$ cat config.mk
export PLATFORM = sky130hd
export DESIGN_NAME = mb_tile_address_with_edge_clamp
export DESIGN_NICKNAME = d
export VERILOG_FILES = /design/src/design/mbta_pkg.sv /design/src/design/mbta_decode.sv /design/src/design/mbta_mult.sv /design/src/design/mbta_sum.sv /design/src/design/mb_tile_address_with_edge_clamp.sv
export SDC_FILE = /design/constraint.sdc
export NUM_CORES = 1
export LEC_CHECK = 0
export BUFFER_PORTS_ARGS = -buffer_cell sky130_fd_sc_hd__buf_4
export CAP_MARGIN = 25
export CORE_MARGIN = 2
export CORE_UTILIZATION = 50
export CTS_CLUSTER_SIZE = 20
export DETAILED_ROUTE_END_ITERATION = 12
export GPL_ROUTABILITY_DRIVEN = 0
export GPL_TIMING_DRIVEN = 0
export PLACE_DENSITY = 0.68
export SYNTH_ARGS = -nofsm -noshare
export SYNTH_HDL_FRONTEND = slang
export SYNTH_HIERARCHICAL = 1
export SYNTH_SLANG_ARGS = --single-unit
$ cat constraint.sdc
create_clock -name clock -period 5.8 [get_ports clock]
set_clock_uncertainty 0.15 [all_clocks]
set_input_delay 0.29 -clock clock [delete_from_list [all_inputs] [get_ports clock]]
set_output_delay 0.29 -clock clock [all_outputs]
set_load 0.01 [all_outputs]
$ cat src/design/mbta_pkg.sv
`timescale 1ns / 1ps
`default_nettype none

package mbta_pkg;

   // Fixed field widths of the request and response words.
   localparam int unsigned TILE_W  = 23;
   localparam int unsigned SRC_W   = 24;
   // Tiled size in macroblocks, border included, and clamped sample index.
   localparam int unsigned DIM_W   = 9;
   localparam int unsigned POS_W   = 12;
   localparam int unsigned ROWTW_W = 17;
   localparam int unsigned PROD_W  = 26;

   localparam logic [TILE_W-1:0] TILE_MAX = {TILE_W{1'b1}};
   localparam logic [SRC_W-1:0]  SRC_MAX  = {SRC_W{1'b1}};

   // Source plane codes.
   localparam logic [1:0] PLANE_Y = 2'd0;
   localparam logic [1:0] PLANE_U = 2'd1;
   localparam logic [1:0] PLANE_V = 2'd2;

   // Register index on the configuration port (byte address / 4).
   typedef enum logic [2:0] {
      CSR_FRAME_STRIDE  = 3'd0,
      CSR_CHROMA_STRIDE = 3'd1,
      CSR_MB_COLUMNS    = 3'd2,
      CSR_MB_ROWS       = 3'd3,
      CSR_EDGE_EXPAND   = 3'd4
   } csr_idx_type;

   typedef struct packed {
      logic       req_type;
      logic [7:0] tile_mb_col;
      logic [7:0] tile_mb_row;
      logic [7:0] byte_in_mb;
   } req_word_type;

   typedef struct packed {
      logic [TILE_W-1:0] tile_offset;
      logic [1:0]        source_plane;
      logic [SRC_W-1:0]  source_offset;
      logic              position_error;
   } rsp_word_type;

   typedef struct packed {
      logic [13:0] frame_stride;
      logic [12:0] chroma_stride;
      logic [7:0]  mb_columns;
      logic [7:0]  mb_rows;
      logic        edge_expand;
   } cfg_type;

   // Output of the decode stage.
   typedef struct packed {
      logic             err;
      logic             chroma;
      logic [1:0]       plane;
      logic [7:0]       row;
      logic [7:0]       col;
      logic [DIM_W-1:0] tw;
      logic [7:0]       byte_idx;
      logic [POS_W-1:0] srow;
      logic [POS_W-1:0] scol;
      logic [13:0]      stride;
   } dec_type;

   // Output of the multiply stage.
   typedef struct packed {
      logic               err;
      logic               chroma;
      logic [1:0]         plane;
      logic [7:0]         col;
      logic [7:0]         byte_idx;
      logic [ROWTW_W-1:0] row_tw;
      logic [PROD_W-1:0]  src_prod;
      logic [POS_W-1:0]   scol;
   } mul_type;

endpackage

`default_nettype wire

$ cat src/design/mbta_decode.sv
`timescale 1ns / 1ps
`default_nettype none

module mbta_decode #(
   parameter int MAX_MB_COLS = 128,
   parameter int MAX_MB_ROWS = 128,
   parameter int BORDER_MBS  = 2
) (
   input  logic                  clock,
   input  logic                  reset,
   input  logic                  in_valid,
   input  mbta_pkg::req_word_type req,
   input  mbta_pkg::cfg_type      cfg,
   output logic                  dec_valid_ff,
   output mbta_pkg::dec_type      dec_ff
);
   import mbta_pkg::*;

   localparam logic [DIM_W-1:0] MAX_C = DIM_W'(MAX_MB_COLS);
   localparam logic [DIM_W-1:0] MAX_R = DIM_W'(MAX_MB_ROWS);
   localparam logic [DIM_W-1:0] BORD  = DIM_W'(BORDER_MBS);

   // Map a tiled macroblock index to a clamped sample index on one axis.
   function automatic logic [POS_W-1:0] clamp_axis(
      input logic [7:0]       idx,
      input logic [DIM_W-1:0] bdr,
      input logic [DIM_W-1:0] cnt,
      input logic             half,
      input logic [3:0]       sub_idx
   );
      logic [DIM_W-1:0] rel;
      logic [12:0]      span;
      logic [12:0]      base;
      rel  = {1'b0, idx} - bdr;
      span = half ? {1'b0, cnt, 3'b000} : {cnt, 4'b0000};
      base = half ? {1'b0, rel, 3'b000} : {rel, 4'b0000};
      if ({1'b0, idx} < bdr) begin
         clamp_axis = '0;
      end else if (rel >= cnt) begin
         clamp_axis = POS_W'(span - 13'd1);
      end else begin
         clamp_axis = POS_W'(base) + {8'd0, sub_idx};
      end
   endfunction

   logic [DIM_W-1:0] w;
   logic [DIM_W-1:0] h;
   logic [DIM_W-1:0] border;
   logic [DIM_W-1:0] tw;
   logic [DIM_W-1:0] th;
   logic [3:0]       x;
   logic             dec_valid_in;
   dec_type          dec_in;

   // Picture size, tiled size and range checks.
   always_comb begin
      w      = ({1'b0, cfg.mb_columns} > MAX_C) ? MAX_C : {1'b0, cfg.mb_columns};
      h      = ({1'b0, cfg.mb_rows} > MAX_R) ? MAX_R : {1'b0, cfg.mb_rows};
      border = cfg.edge_expand ? BORD : '0;
      tw     = w + {border[DIM_W-2:0], 1'b0};
      th     = h + {border[DIM_W-2:0], 1'b0};
      x      = req.req_type ? {1'b0, req.byte_in_mb[2:0]} : req.byte_in_mb[3:0];

      dec_in.err      = (w == '0) || (h == '0) ||
                        ({1'b0, req.tile_mb_col} >= tw) ||
                        ({1'b0, req.tile_mb_row} >= th) ||
                        (req.req_type && req.byte_in_mb[7]);
      dec_in.chroma   = req.req_type;
      dec_in.plane    = !req.req_type ? PLANE_Y :
                        (req.byte_in_mb[3] ? PLANE_V : PLANE_U);
      dec_in.row      = req.tile_mb_row;
      dec_in.col      = req.tile_mb_col;
      dec_in.tw       = tw;
      dec_in.byte_idx = req.byte_in_mb;
      dec_in.srow     = clamp_axis(req.tile_mb_row, border, h, req.req_type,
                                   req.byte_in_mb[7:4]);
      dec_in.scol     = clamp_axis(req.tile_mb_col, border, w, req.req_type, x);
      dec_in.stride   = req.req_type ? {1'b0, cfg.chroma_stride} : cfg.frame_stride;
      dec_valid_in    = in_valid;
   end

   // Stage valid bit.
   always_ff @(posedge clock) begin
      if (reset) begin
         dec_valid_ff <= 1'b0;
      end else begin
         dec_valid_ff <= dec_valid_in;
      end
   end

   // Stage payload.
   always_ff @(posedge clock) begin
      dec_ff <= dec_in;
   end

endmodule

`default_nettype wire

$ cat src/design/mbta_mult.sv
`timescale 1ns / 1ps
`default_nettype none

module mbta_mult (
   input  logic              clock,
   input  logic              reset,
   input  logic              dec_valid,
   input  mbta_pkg::dec_type dec,
   output logic              mul_valid_ff,
   output mbta_pkg::mul_type mul_ff
);
   import mbta_pkg::*;

   logic    mul_valid_in;
   mul_type mul_in;

   // Macroblock row base in the tiled plane and source row base.
   always_comb begin
      mul_in.err      = dec.err;
      mul_in.chroma   = dec.chroma;
      mul_in.plane    = dec.plane;
      mul_in.col      = dec.col;
      mul_in.byte_idx = dec.byte_idx;
      mul_in.row_tw   = {9'd0, dec.row} * {8'd0, dec.tw};
      mul_in.src_prod = {14'd0, dec.srow} * {12'd0, dec.stride};
      mul_in.scol     = dec.scol;
      mul_valid_in    = dec_valid;
   end

   // Stage valid bit.
   always_ff @(posedge clock) begin
      if (reset) begin
         mul_valid_ff <= 1'b0;
      end else begin
         mul_valid_ff <= mul_valid_in;
      end
   end

   // Stage payload.
   always_ff @(posedge clock) begin
      mul_ff <= mul_in;
   end

endmodule

`default_nettype wire

$ cat src/design/mbta_sum.sv
`timescale 1ns / 1ps
`default_nettype none

module mbta_sum (
   input  logic                   clock,
   input  logic                   reset,
   input  logic                   mul_valid,
   input  mbta_pkg::mul_type      mul,
   output logic                   rsp_valid_ff,
   output mbta_pkg::rsp_word_type rsp_ff
);
   import mbta_pkg::*;

   logic [ROWTW_W-1:0] mb_idx;
   logic [24:0]        tile_full;
   logic [26:0]        src_full;
   logic               rsp_valid_in;
   rsp_word_type       rsp_in;

   // Final adds, saturation, and zeroing of rejected words.
   always_comb begin
      mb_idx    = mul.row_tw + {9'd0, mul.col};
      tile_full = mul.chroma ? ({1'b0, mb_idx, 7'd0} + {17'd0, mul.byte_idx})
                             : ({mb_idx, 8'd0} + {17'd0, mul.byte_idx});
      src_full  = {1'b0, mul.src_prod} + {15'd0, mul.scol};

      if (mul.err) begin
         rsp_in.tile_offset   = '0;
         rsp_in.source_plane  = PLANE_Y;
         rsp_in.source_offset = '0;
      end else begin
         rsp_in.tile_offset   = (|tile_full[24:23]) ? TILE_MAX : tile_full[22:0];
         rsp_in.source_plane  = mul.plane;
         rsp_in.source_offset = (|src_full[26:24]) ? SRC_MAX : src_full[23:0];
      end
      rsp_in.position_error = mul.err;
      rsp_valid_in          = mul_valid;
   end

   // Output strobe.
   always_ff @(posedge clock) begin
      if (reset) begin
         rsp_valid_ff <= 1'b0;
      end else begin
         rsp_valid_ff <= rsp_valid_in;
      end
   end

   // Output word.
   always_ff @(posedge clock) begin
      rsp_ff <= rsp_in;
   end

endmodule

`default_nettype wire

$ cat src/design/mb_tile_address_with_edge_clamp.sv
// A word accepted on start passes the decode, multiply and sum registers before rsp_valid.
// Throughput: one word per cycle; busy is never raised, since every stage
// advances each cycle (decode, then multiply, then sum and saturate).
// Reset: synchronous, active high; clears the stage valid bits and loads
// the register defaults. The receiver cannot stall the result strobe.
`timescale 1ns / 1ps
`default_nettype none

module mb_tile_address_with_edge_clamp #(
   parameter int MAX_MB_COLS = 128,
   parameter int MAX_MB_ROWS = 128,
   parameter int BORDER_MBS  = 2
) (
   input  logic                   clock,
   input  logic                   reset,
   input  logic                   start,
   output logic                   busy,
   input  mbta_pkg::req_word_type req_data,
   output logic                   rsp_valid,
   output mbta_pkg::rsp_word_type rsp_data,
   input  logic                   psel,
   input  logic                   penable,
   input  logic                   pwrite,
   input  logic [4:0]             paddr,
   input  logic [31:0]            pwdata,
   output logic [31:0]            prdata,
   output logic                   pready
);
   import mbta_pkg::*;

   cfg_type      cfg_ff;
   cfg_type      cfg_in;
   csr_idx_type  csr_idx;
   logic         csr_write;
   logic         in_valid;
   logic         dec_valid;
   dec_type      dec;
   logic         mul_valid;
   mul_type      mul;

   assign busy     = 1'b0;
   assign pready   = 1'b1;
   assign in_valid = start && !busy;
   assign csr_idx  = csr_idx_type'(paddr[4:2]);
   assign csr_write = psel && penable && pwrite && pready;

   // Register write decode.
   always_comb begin
      cfg_in = cfg_ff;
      if (csr_write) begin
         unique case (csr_idx)
            CSR_FRAME_STRIDE:  cfg_in.frame_stride  = pwdata[13:0];
            CSR_CHROMA_STRIDE: cfg_in.chroma_stride = pwdata[12:0];
            CSR_MB_COLUMNS:    cfg_in.mb_columns    = pwdata[7:0];
            CSR_MB_ROWS:       cfg_in.mb_rows       = pwdata[7:0];
            CSR_EDGE_EXPAND:   cfg_in.edge_expand   = pwdata[0];
            default:           cfg_in = cfg_ff;
         endcase
      end
   end

   // Configuration registers.
   always_ff @(posedge clock) begin
      if (reset) begin
         cfg_ff.frame_stride  <= 14'd1920;
         cfg_ff.chroma_stride <= 13'd960;
         cfg_ff.mb_columns    <= 8'd120;
         cfg_ff.mb_rows       <= 8'd68;
         cfg_ff.edge_expand   <= 1'b1;
      end else begin
         cfg_ff <= cfg_in;
      end
   end

   // Register read-back.
   always_comb begin
      unique case (csr_idx)
         CSR_FRAME_STRIDE:  prdata = {18'd0, cfg_ff.frame_stride};
         CSR_CHROMA_STRIDE: prdata = {19'd0, cfg_ff.chroma_stride};
         CSR_MB_COLUMNS:    prdata = {24'd0, cfg_ff.mb_columns};
         CSR_MB_ROWS:       prdata = {24'd0, cfg_ff.mb_rows};
         CSR_EDGE_EXPAND:   prdata = {31'd0, cfg_ff.edge_expand};
         default:           prdata = '0;
      endcase
   end

   // Pipeline stages.
   mbta_decode #(
      .MAX_MB_COLS (MAX_MB_COLS),
      .MAX_MB_ROWS (MAX_MB_ROWS),
      .BORDER_MBS  (BORDER_MBS)
   ) u_decode (
      .clock        (clock),
      .reset        (reset),
      .in_valid     (in_valid),
      .req          (req_data),
      .cfg          (cfg_ff),
      .dec_valid_ff (dec_valid),
      .dec_ff       (dec)
   );

   mbta_mult u_mult (
      .clock        (clock),
      .reset        (reset),
      .dec_valid    (dec_valid),
      .dec          (dec),
      .mul_valid_ff (mul_valid),
      .mul_ff       (mul)
   );

   mbta_sum u_sum (
      .clock        (clock),
      .reset        (reset),
      .mul_valid    (mul_valid),
      .mul          (mul),
      .rsp_valid_ff (rsp_valid),
      .rsp_ff       (rsp_data)
   );

`ifndef SYNTH
   // Every result word matches a request word accepted on start.
   a_rsp_from_req: assert property (@(posedge clock) disable iff (reset)
      rsp_valid |-> $past(start && !busy, 3))
      else $error("result word without a matching request");

   // A rejected word carries zero offsets and plane.
   a_err_zero: assert property (@(posedge clock) disable iff (reset)
      (rsp_valid && rsp_data.position_error) |->
         (rsp_data.tile_offset == '0 && rsp_data.source_offset == '0 &&
          rsp_data.source_plane == PLANE_Y))
      else $error("rejected word has nonzero fields");

   // The source plane is always one of Y, U or V.
   a_plane_code: assert property (@(posedge clock) disable iff (reset)
      rsp_valid |-> (rsp_data.source_plane != 2'd3))
      else $error("invalid source plane code");

   // A luma request that is not rejected yields a Y plane source.
   a_luma_plane: assert property (@(posedge clock) disable iff (reset)
      (rsp_valid && !rsp_data.position_error && $past(!req_data.req_type, 3)) |->
         (rsp_data.source_plane == PLANE_Y))
      else $error("luma request mapped to a chroma plane");
`endif

endmodule

`default_nettype wire

==> reports/qor.yml, run 1 <==
fp.dieH_um: 202
cp_max_fo: 10
h-tree-depth: 1
layout_commonest_cell: "inv_1"
drc: 0
path_cells: "buf_2 -> nand2_1 -> fa_1 -> inv_1 -> fa_1 -> fa_1 -> fa_1 -> inv_1 -> fa_1 -> inv_1 -> ha_1 -> and3_4 -> a31oi_1 -> o21ai_1 -> o211ai_2 -> o2111ai_2 -> a31oi_2 -> xnor2_1"
drive_gt1_share_pct: 13.5
antenna_found_initial: 0
cp.arrival_ns: 5.92
ir_worst_vdd_uv: 355
synth_edf_count: 0
grt_usage_pct: 22.9
dp_cells: 2770
yosys.area_share.simple_pct: 17.1
finalSetupViolations: 0
synth-adder-area-share_pct: 27.3
synth_compound_area_share_pct: 12.5
synth_mux_area_share_pct: 5.07
antenna_left: 0
io_pins: 153
hold_class: "in2reg"
cts_tree: "yes"
worstSetupEndpointType: "register"
wl_met1_um: 21500
grt_max_degree: 15
seqCellArea_mm2: 0.00495
crit_type: "reg2reg"
cap_violations: 0
min_period_ns: 5.59
routed.top_layer: "met4"
slowest_stage: "fa_1"
synth-xor-area-share_pct: 4.63
power_leakage_nw: 10.7
ys_warn_count: 6
synth_area_leader_cell: "dfxtp_1"
syn_inst: 2122
dr.pass1.iters: 5
worstMarginPinSlew_ns: 0.982
drt_iter0_drc: 951
start_util_pct: 50.6
synthArstFlopShare_pct: 0
cp.required_ns: 6.13
clk_latency_ns: 0.57
drt-wirelength-per-cell_um: 16.1
synth_area_per_cell_um2: 9.20
overflow: 0
synth.top_cell.area_share_pct: 25.3
post-route-period-util_pct: 96.4
synth.cell_area_mm2: 0.0195
die_x_um: 202
coreArea_mm2: 0.0386
placed_cell_area_mm2: 0.0211
fmax_mhz: 179
multi_input_area_mm2: 0.0131
n_antenna_cell: 0
area_growth_pct: 15.4
synth_top_family_by_area: "adder cells"
clk_pin_slew_ns: 0.07
slew_viol_final: 0
hpwl_um: 36700
portBuffers: 111
clockBufferDepth: 3
cpMostUsedCell: "fa_1"
synth_area_leaders: "dfxtp_1 25%, fa_1 17%, ha_1 11%, inv_1 5.3%, nand2_1 4.0%"
vias: 15300
grt_pass1_vias: 15100
mostFrequentLayoutCells: "276 x inv_1, 246 x dfxtp_1, 208 x nand2_1, 164 x ha_1, 164 x fa_1"
synthDistinctLibCells: 112
die_area_mm2: 0.0406
post_drt_via_cell_ratio: 5.33
hold_viol: 0
p_per_area_mw_per_mm2: 364
synth_ff_type: "dfxtp_1"
grt_pass1_wl_um: 76300
status: "finished, final reports clean"
cts_made_buffers: 27
grt_setup_unrepaired: "no"
cts_sinks: 247
dr_wl_met2_um: 21200
crit_path_start_kind: "register"
dr_wl_met3_um: 2780
finalInstanceArea_mm2: 0.0225
yosysSeqAreaShare_pct: 25.3
routed_wl_um: 46200
ys_ff_latch: 247
fill_cells: 3362
relSlewSlack_pct: 33.5
num-nets-final: 2722
cts-root-buf: "clkbuf_16"
slowest_delay_ns: 0.55
rows: 72
finalNonFillerCells: 2865
[flip-flops by register name (all words and copies together), names as in the netlist]
name	count
cfg_ff	44
u_decode/dec_ff	75
u_decode/dec_valid_ff	1
u_mult/mul_ff	75
u_mult/mul_valid_ff	1
u_sum/rsp_ff	50
u_sum/rsp_valid_ff	1
[path summary, 6_finish.rpt]
check	slack, ns	cells after the start	to	start
setup / recovery	0.21	18	u_mult/mul_ff[37]	u_decode/dec_ff[34]
hold / removal	0.05	4	cfg_ff[0]	paddr[2]
setup reg to reg	0.21	18	u_mult/mul_ff[37]	u_decode/dec_ff[34]
hold reg to reg	0.17	0	u_mult/mul_ff[61]	u_decode/dec_ff[44]
[synth_stat cells (33+ instances only)]
cell type and number:
inv_1 276, nand3_1 33, ha_1 164, xnor2_1 61
nand2_1 208, fa_1 164, nand2b_1 46, and2_1 99
mux2i_1 61, o21ai_0 57, dfxtp_1 247, nor2_1 91
a21oi_1 97, clkbuf_1 58
[logic make-up (layout without fill, tap and decap cells)]
logic type,Yosys count,in the layout
flops,247,247
simple gates,627,627
buf+inv,380,586
xor+xnor,98,98
compound gates,352,352
fa+ha+maj,328,328
mux,87,87
other cells,3,22
[per-stage QoR]
stage	TNS [ns]	hold slack, ns	util [%]	setup WS [ns]	total power, mW
final	0	0.0516	58.4	0.207	8.20
after global routing	0	0.0445	58.4	0.00814	8.87
after CTS	0	0.0349	58.2	0.00289	8.18
after detailed placement	-0.247	0.162	54.6	-0.206	6.30
after global placement	-0.0901	0.161	54.6	-0.0468	6.20
after floorplan	0	0.160	-	0.632	5.29
[worst max-delay path, delay by kind of cell, from the launching register on]
family | cells | cell delay (ns)
buffers and inverters | 4 | 0.44
DFF | 1 | 0.47
xor gates and xnor gates | 1 | 0.17
AOI/OAI and AO/OA | 5 | 0.92
and+or+nand+nor | 2 | 0.33
adders and majority gates | 6 | 3.00
[area by class of cell]
| type | count | share of cell area, % |
|---|---|---|
| buffer | 102 | 2.45 |
| clock buffer | 33 | 3.32 |
| clock inverter | 17 | 0.867 |
| inverter | 278 | 4.64 |
| multi-input combinational | 1514 | 58.2 |
| sequential | 247 | 22.0 |
| tap | 518 | 2.88 |
| timing repair buffer | 156 | 5.68 |
[routing by layer]
layer	vias to the layer above	global-route usage, %
li1	7429	-
met1	7339	32.4
met2	453	37.7
met3	54	3.03
met4	0	4.65
met5	-	0
[repair_timing]
| action | 4_1_cts | 5_1_grt |
|---|---|---|
| gates cloned | 0 | 0 |
| endpoints found under the hold margin | 81 | 0 |
| setup endpoints to repair | 2 | 6 |
| gates resized for setup | 5 | 43 |
| hold buffers | 43 | 0 |
| pin swaps | 0 | 1 |
| buffers inserted | 0 | 2 |
[power breakdown]
part           leakage (nW)  internal, mW  total (mW)  switching (mW)
sequential             2.04          1.94        2.09           0.147
clock                 0.460          1.06        1.80           0.737
combinational          8.23          1.82        4.32            2.50
Note: power is estimated with default switching activity, not from simulation.
==> run 2: changes to the inputs <==
- CORE_MARGIN: 2 -> unset
==> reports/qor.yml, run 2 (same netlist as run 1, synthesis figures left out) <==
status: "finished, final reports clean"
die_area_mm2: 0.0398
dp_cells: 2763
slew_viol_final: 0
antenna_found_initial: 2
clockBufferDepth: 3
fill_cells: 3394
layout_commonest_cell: "inv_1"
final_util_pct: 59.1
post-route-period-util_pct: 96.2
relSlewSlack_pct: 33.7
regToRegSetupSlack_ns: 0.22
finalSetupViolations: 0
routed_wl_um: 46500
cpMostUsedCell: "fa_1"
r2r_cells: 17
fin_ws_ns: 0.218
h-tree-depth: 1
r2r-end: "u_mult/mul_ff[37]"
area_growth_pct: 15.2
mostFrequentLayoutCells: "276 x inv_1, 245 x dfxtp_1, 208 x nand2_1, 164 x ha_1, 164 x fa_1"
antenna_left: 0
cts_sinks: 247
dp_worst_setup_slack_ns: -0.0968
min_period_ns: 5.58
globalRouteMet1Util_pct: 32.8
ir_worst_vdd_uv: 353
worstSetupEndpointType: "register"
grt_usage_pct: 24.1
overflow: 0
slowest_stage: "fa_1"
clk_pin_slew_ns: 0.06
path_cells: "clkbuf_2 -> and2_1 -> fa_1 -> fa_1 -> fa_1 -> fa_1 -> inv_1 -> fa_1 -> inv_1 -> ha_1 -> and3_4 -> a31oi_1 -> o21ai_1 -> o211ai_2 -> o2111ai_2 -> a31oi_2 -> xnor2_1"
fp.dieH_um: 200
grt_pass1_wl_um: 76700
worstMarginPinSlew_ns: 0.980
met2_usage_pct: 39.7
grt_pass1_vias: 15400
slowest_delay_ns: 0.55
cp_max_fo: 10
hold_path_end: "cfg_ff[9]"
drive_gt1_share_pct: 13.6
cpLargestDelayFamily: "adder cells"
min_from: "penable"
n_antenna_cell: 0
cp.arrival_ns: 5.88
hold_viol: 0
multi_input_area_mm2: 0.0131
cp.required_ns: 6.10
cts-root-buf: "clkbuf_16"
fmax_mhz: 179
grt_max_degree: 15
cap_violations: 0
drt_iter0_drc: 872
clk_latency_ns: 0.56
dr.pass1.iters: 5
portBuffers: 111
die_x_um: 200
top_usage_layer: "met2"
setup_tns_ns: 0
p_per_area_mw_per_mm2: 363
rows: 71
hold_class: "in2reg"
hpwl_um: 37100
cts_tree: "yes"
finalNonFillerCells: 2858
power_leakage_nw: 10.7
crit_path_start_kind: "register"
coreArea_mm2: 0.0380
crit_type: "reg2reg"
worstPathBufferInverterCount: 3
holdPathStages: 4
drc: 0
reg.largest.list: "u_decode/dec_ff x75, u_mult/mul_ff x75, u_sum/rsp_ff x50"
start_util_pct: 51.3
io_pins: 153
num-nets-final: 2722
seqCellArea_mm2: 0.00495
drt-wirelength-per-cell_um: 16.3
post_drt_via_cell_ratio: 5.38
cts_made_buffers: 27
r2r_start: "u_decode/dec_ff[35]"
use_met3_pct: 3.90
vias: 15400
-- run 2: worst max path at each step --
stage,startpoint,to,slack (ns),cells past startpoint
floorplan,u_decode/dec_ff[5],u_mult/mul_ff[35],0.63,18
global placement,u_decode/dec_ff[30],u_mult/mul_ff[35],-0.04,17
detailed placement,u_decode/dec_ff[31],u_mult/mul_ff[35],-0.1,17
CTS,u_decode/dec_ff[32],u_mult/mul_ff[37],0.05,18
global route,u_decode/dec_ff[37],u_mult/mul_ff[37],-0.008,17
finish,u_decode/dec_ff[35],u_mult/mul_ff[37],0.22,17
-- run 2: final cells by class --
class / count / share of cell area [%]
flip-flops and latches: 247 / 22.0
clock buffers: 36 / 3.47
multi-input cells: 1514 / 58.2
plain buffers: 102 / 2.49
inverters: 278 / 4.64
repair buffers: 156 / 5.69
well taps: 511 / 2.84
clock inverters: 14 / 0.668
-- run 2: timing repair --
| item | CTS | global route |
|---|---|---|
| pin swaps | 0 | 1 |
| setup buffers | 0 | 2 |
| resized for setup | 7 | 48 |
| endpoints found under the hold margin | 80 | 0 |
| hold buffers | 43 | 0 |
| setup endpoints to repair | 2 | 4 |
-- run 2: stage by stage --
step                hold slack [ns]  cell area, um2  power, mW
detailed placement            0.162           21100       6.29
floorplan                     0.160           19600       5.29
finish                       0.0482           22500       8.16
global placement              0.160           21100       6.21
global route                 0.0711           22500       8.83
CTS                          0.0383           22400       8.13
-- run 2: power breakdown --
group,internal (mW),switching [mW]
registers,1.94,0.146
clock network,1.04,0.720
logic,1.82,2.50
total,4.80,3.36
-- run 2: worst min-delay path, stage by stage --
cell      delay, ns
buf_4          0.12
nand4b_4       0.15
o21ai_0        0.10
o21ai_0        0.06
-- run 2: per-layer routing --
metal	wire, um	vias to the layer above
li1	-	7428
met5	0	-
met3	2960	73
met1	21400	7397
met2	21200	466
met4	931	0
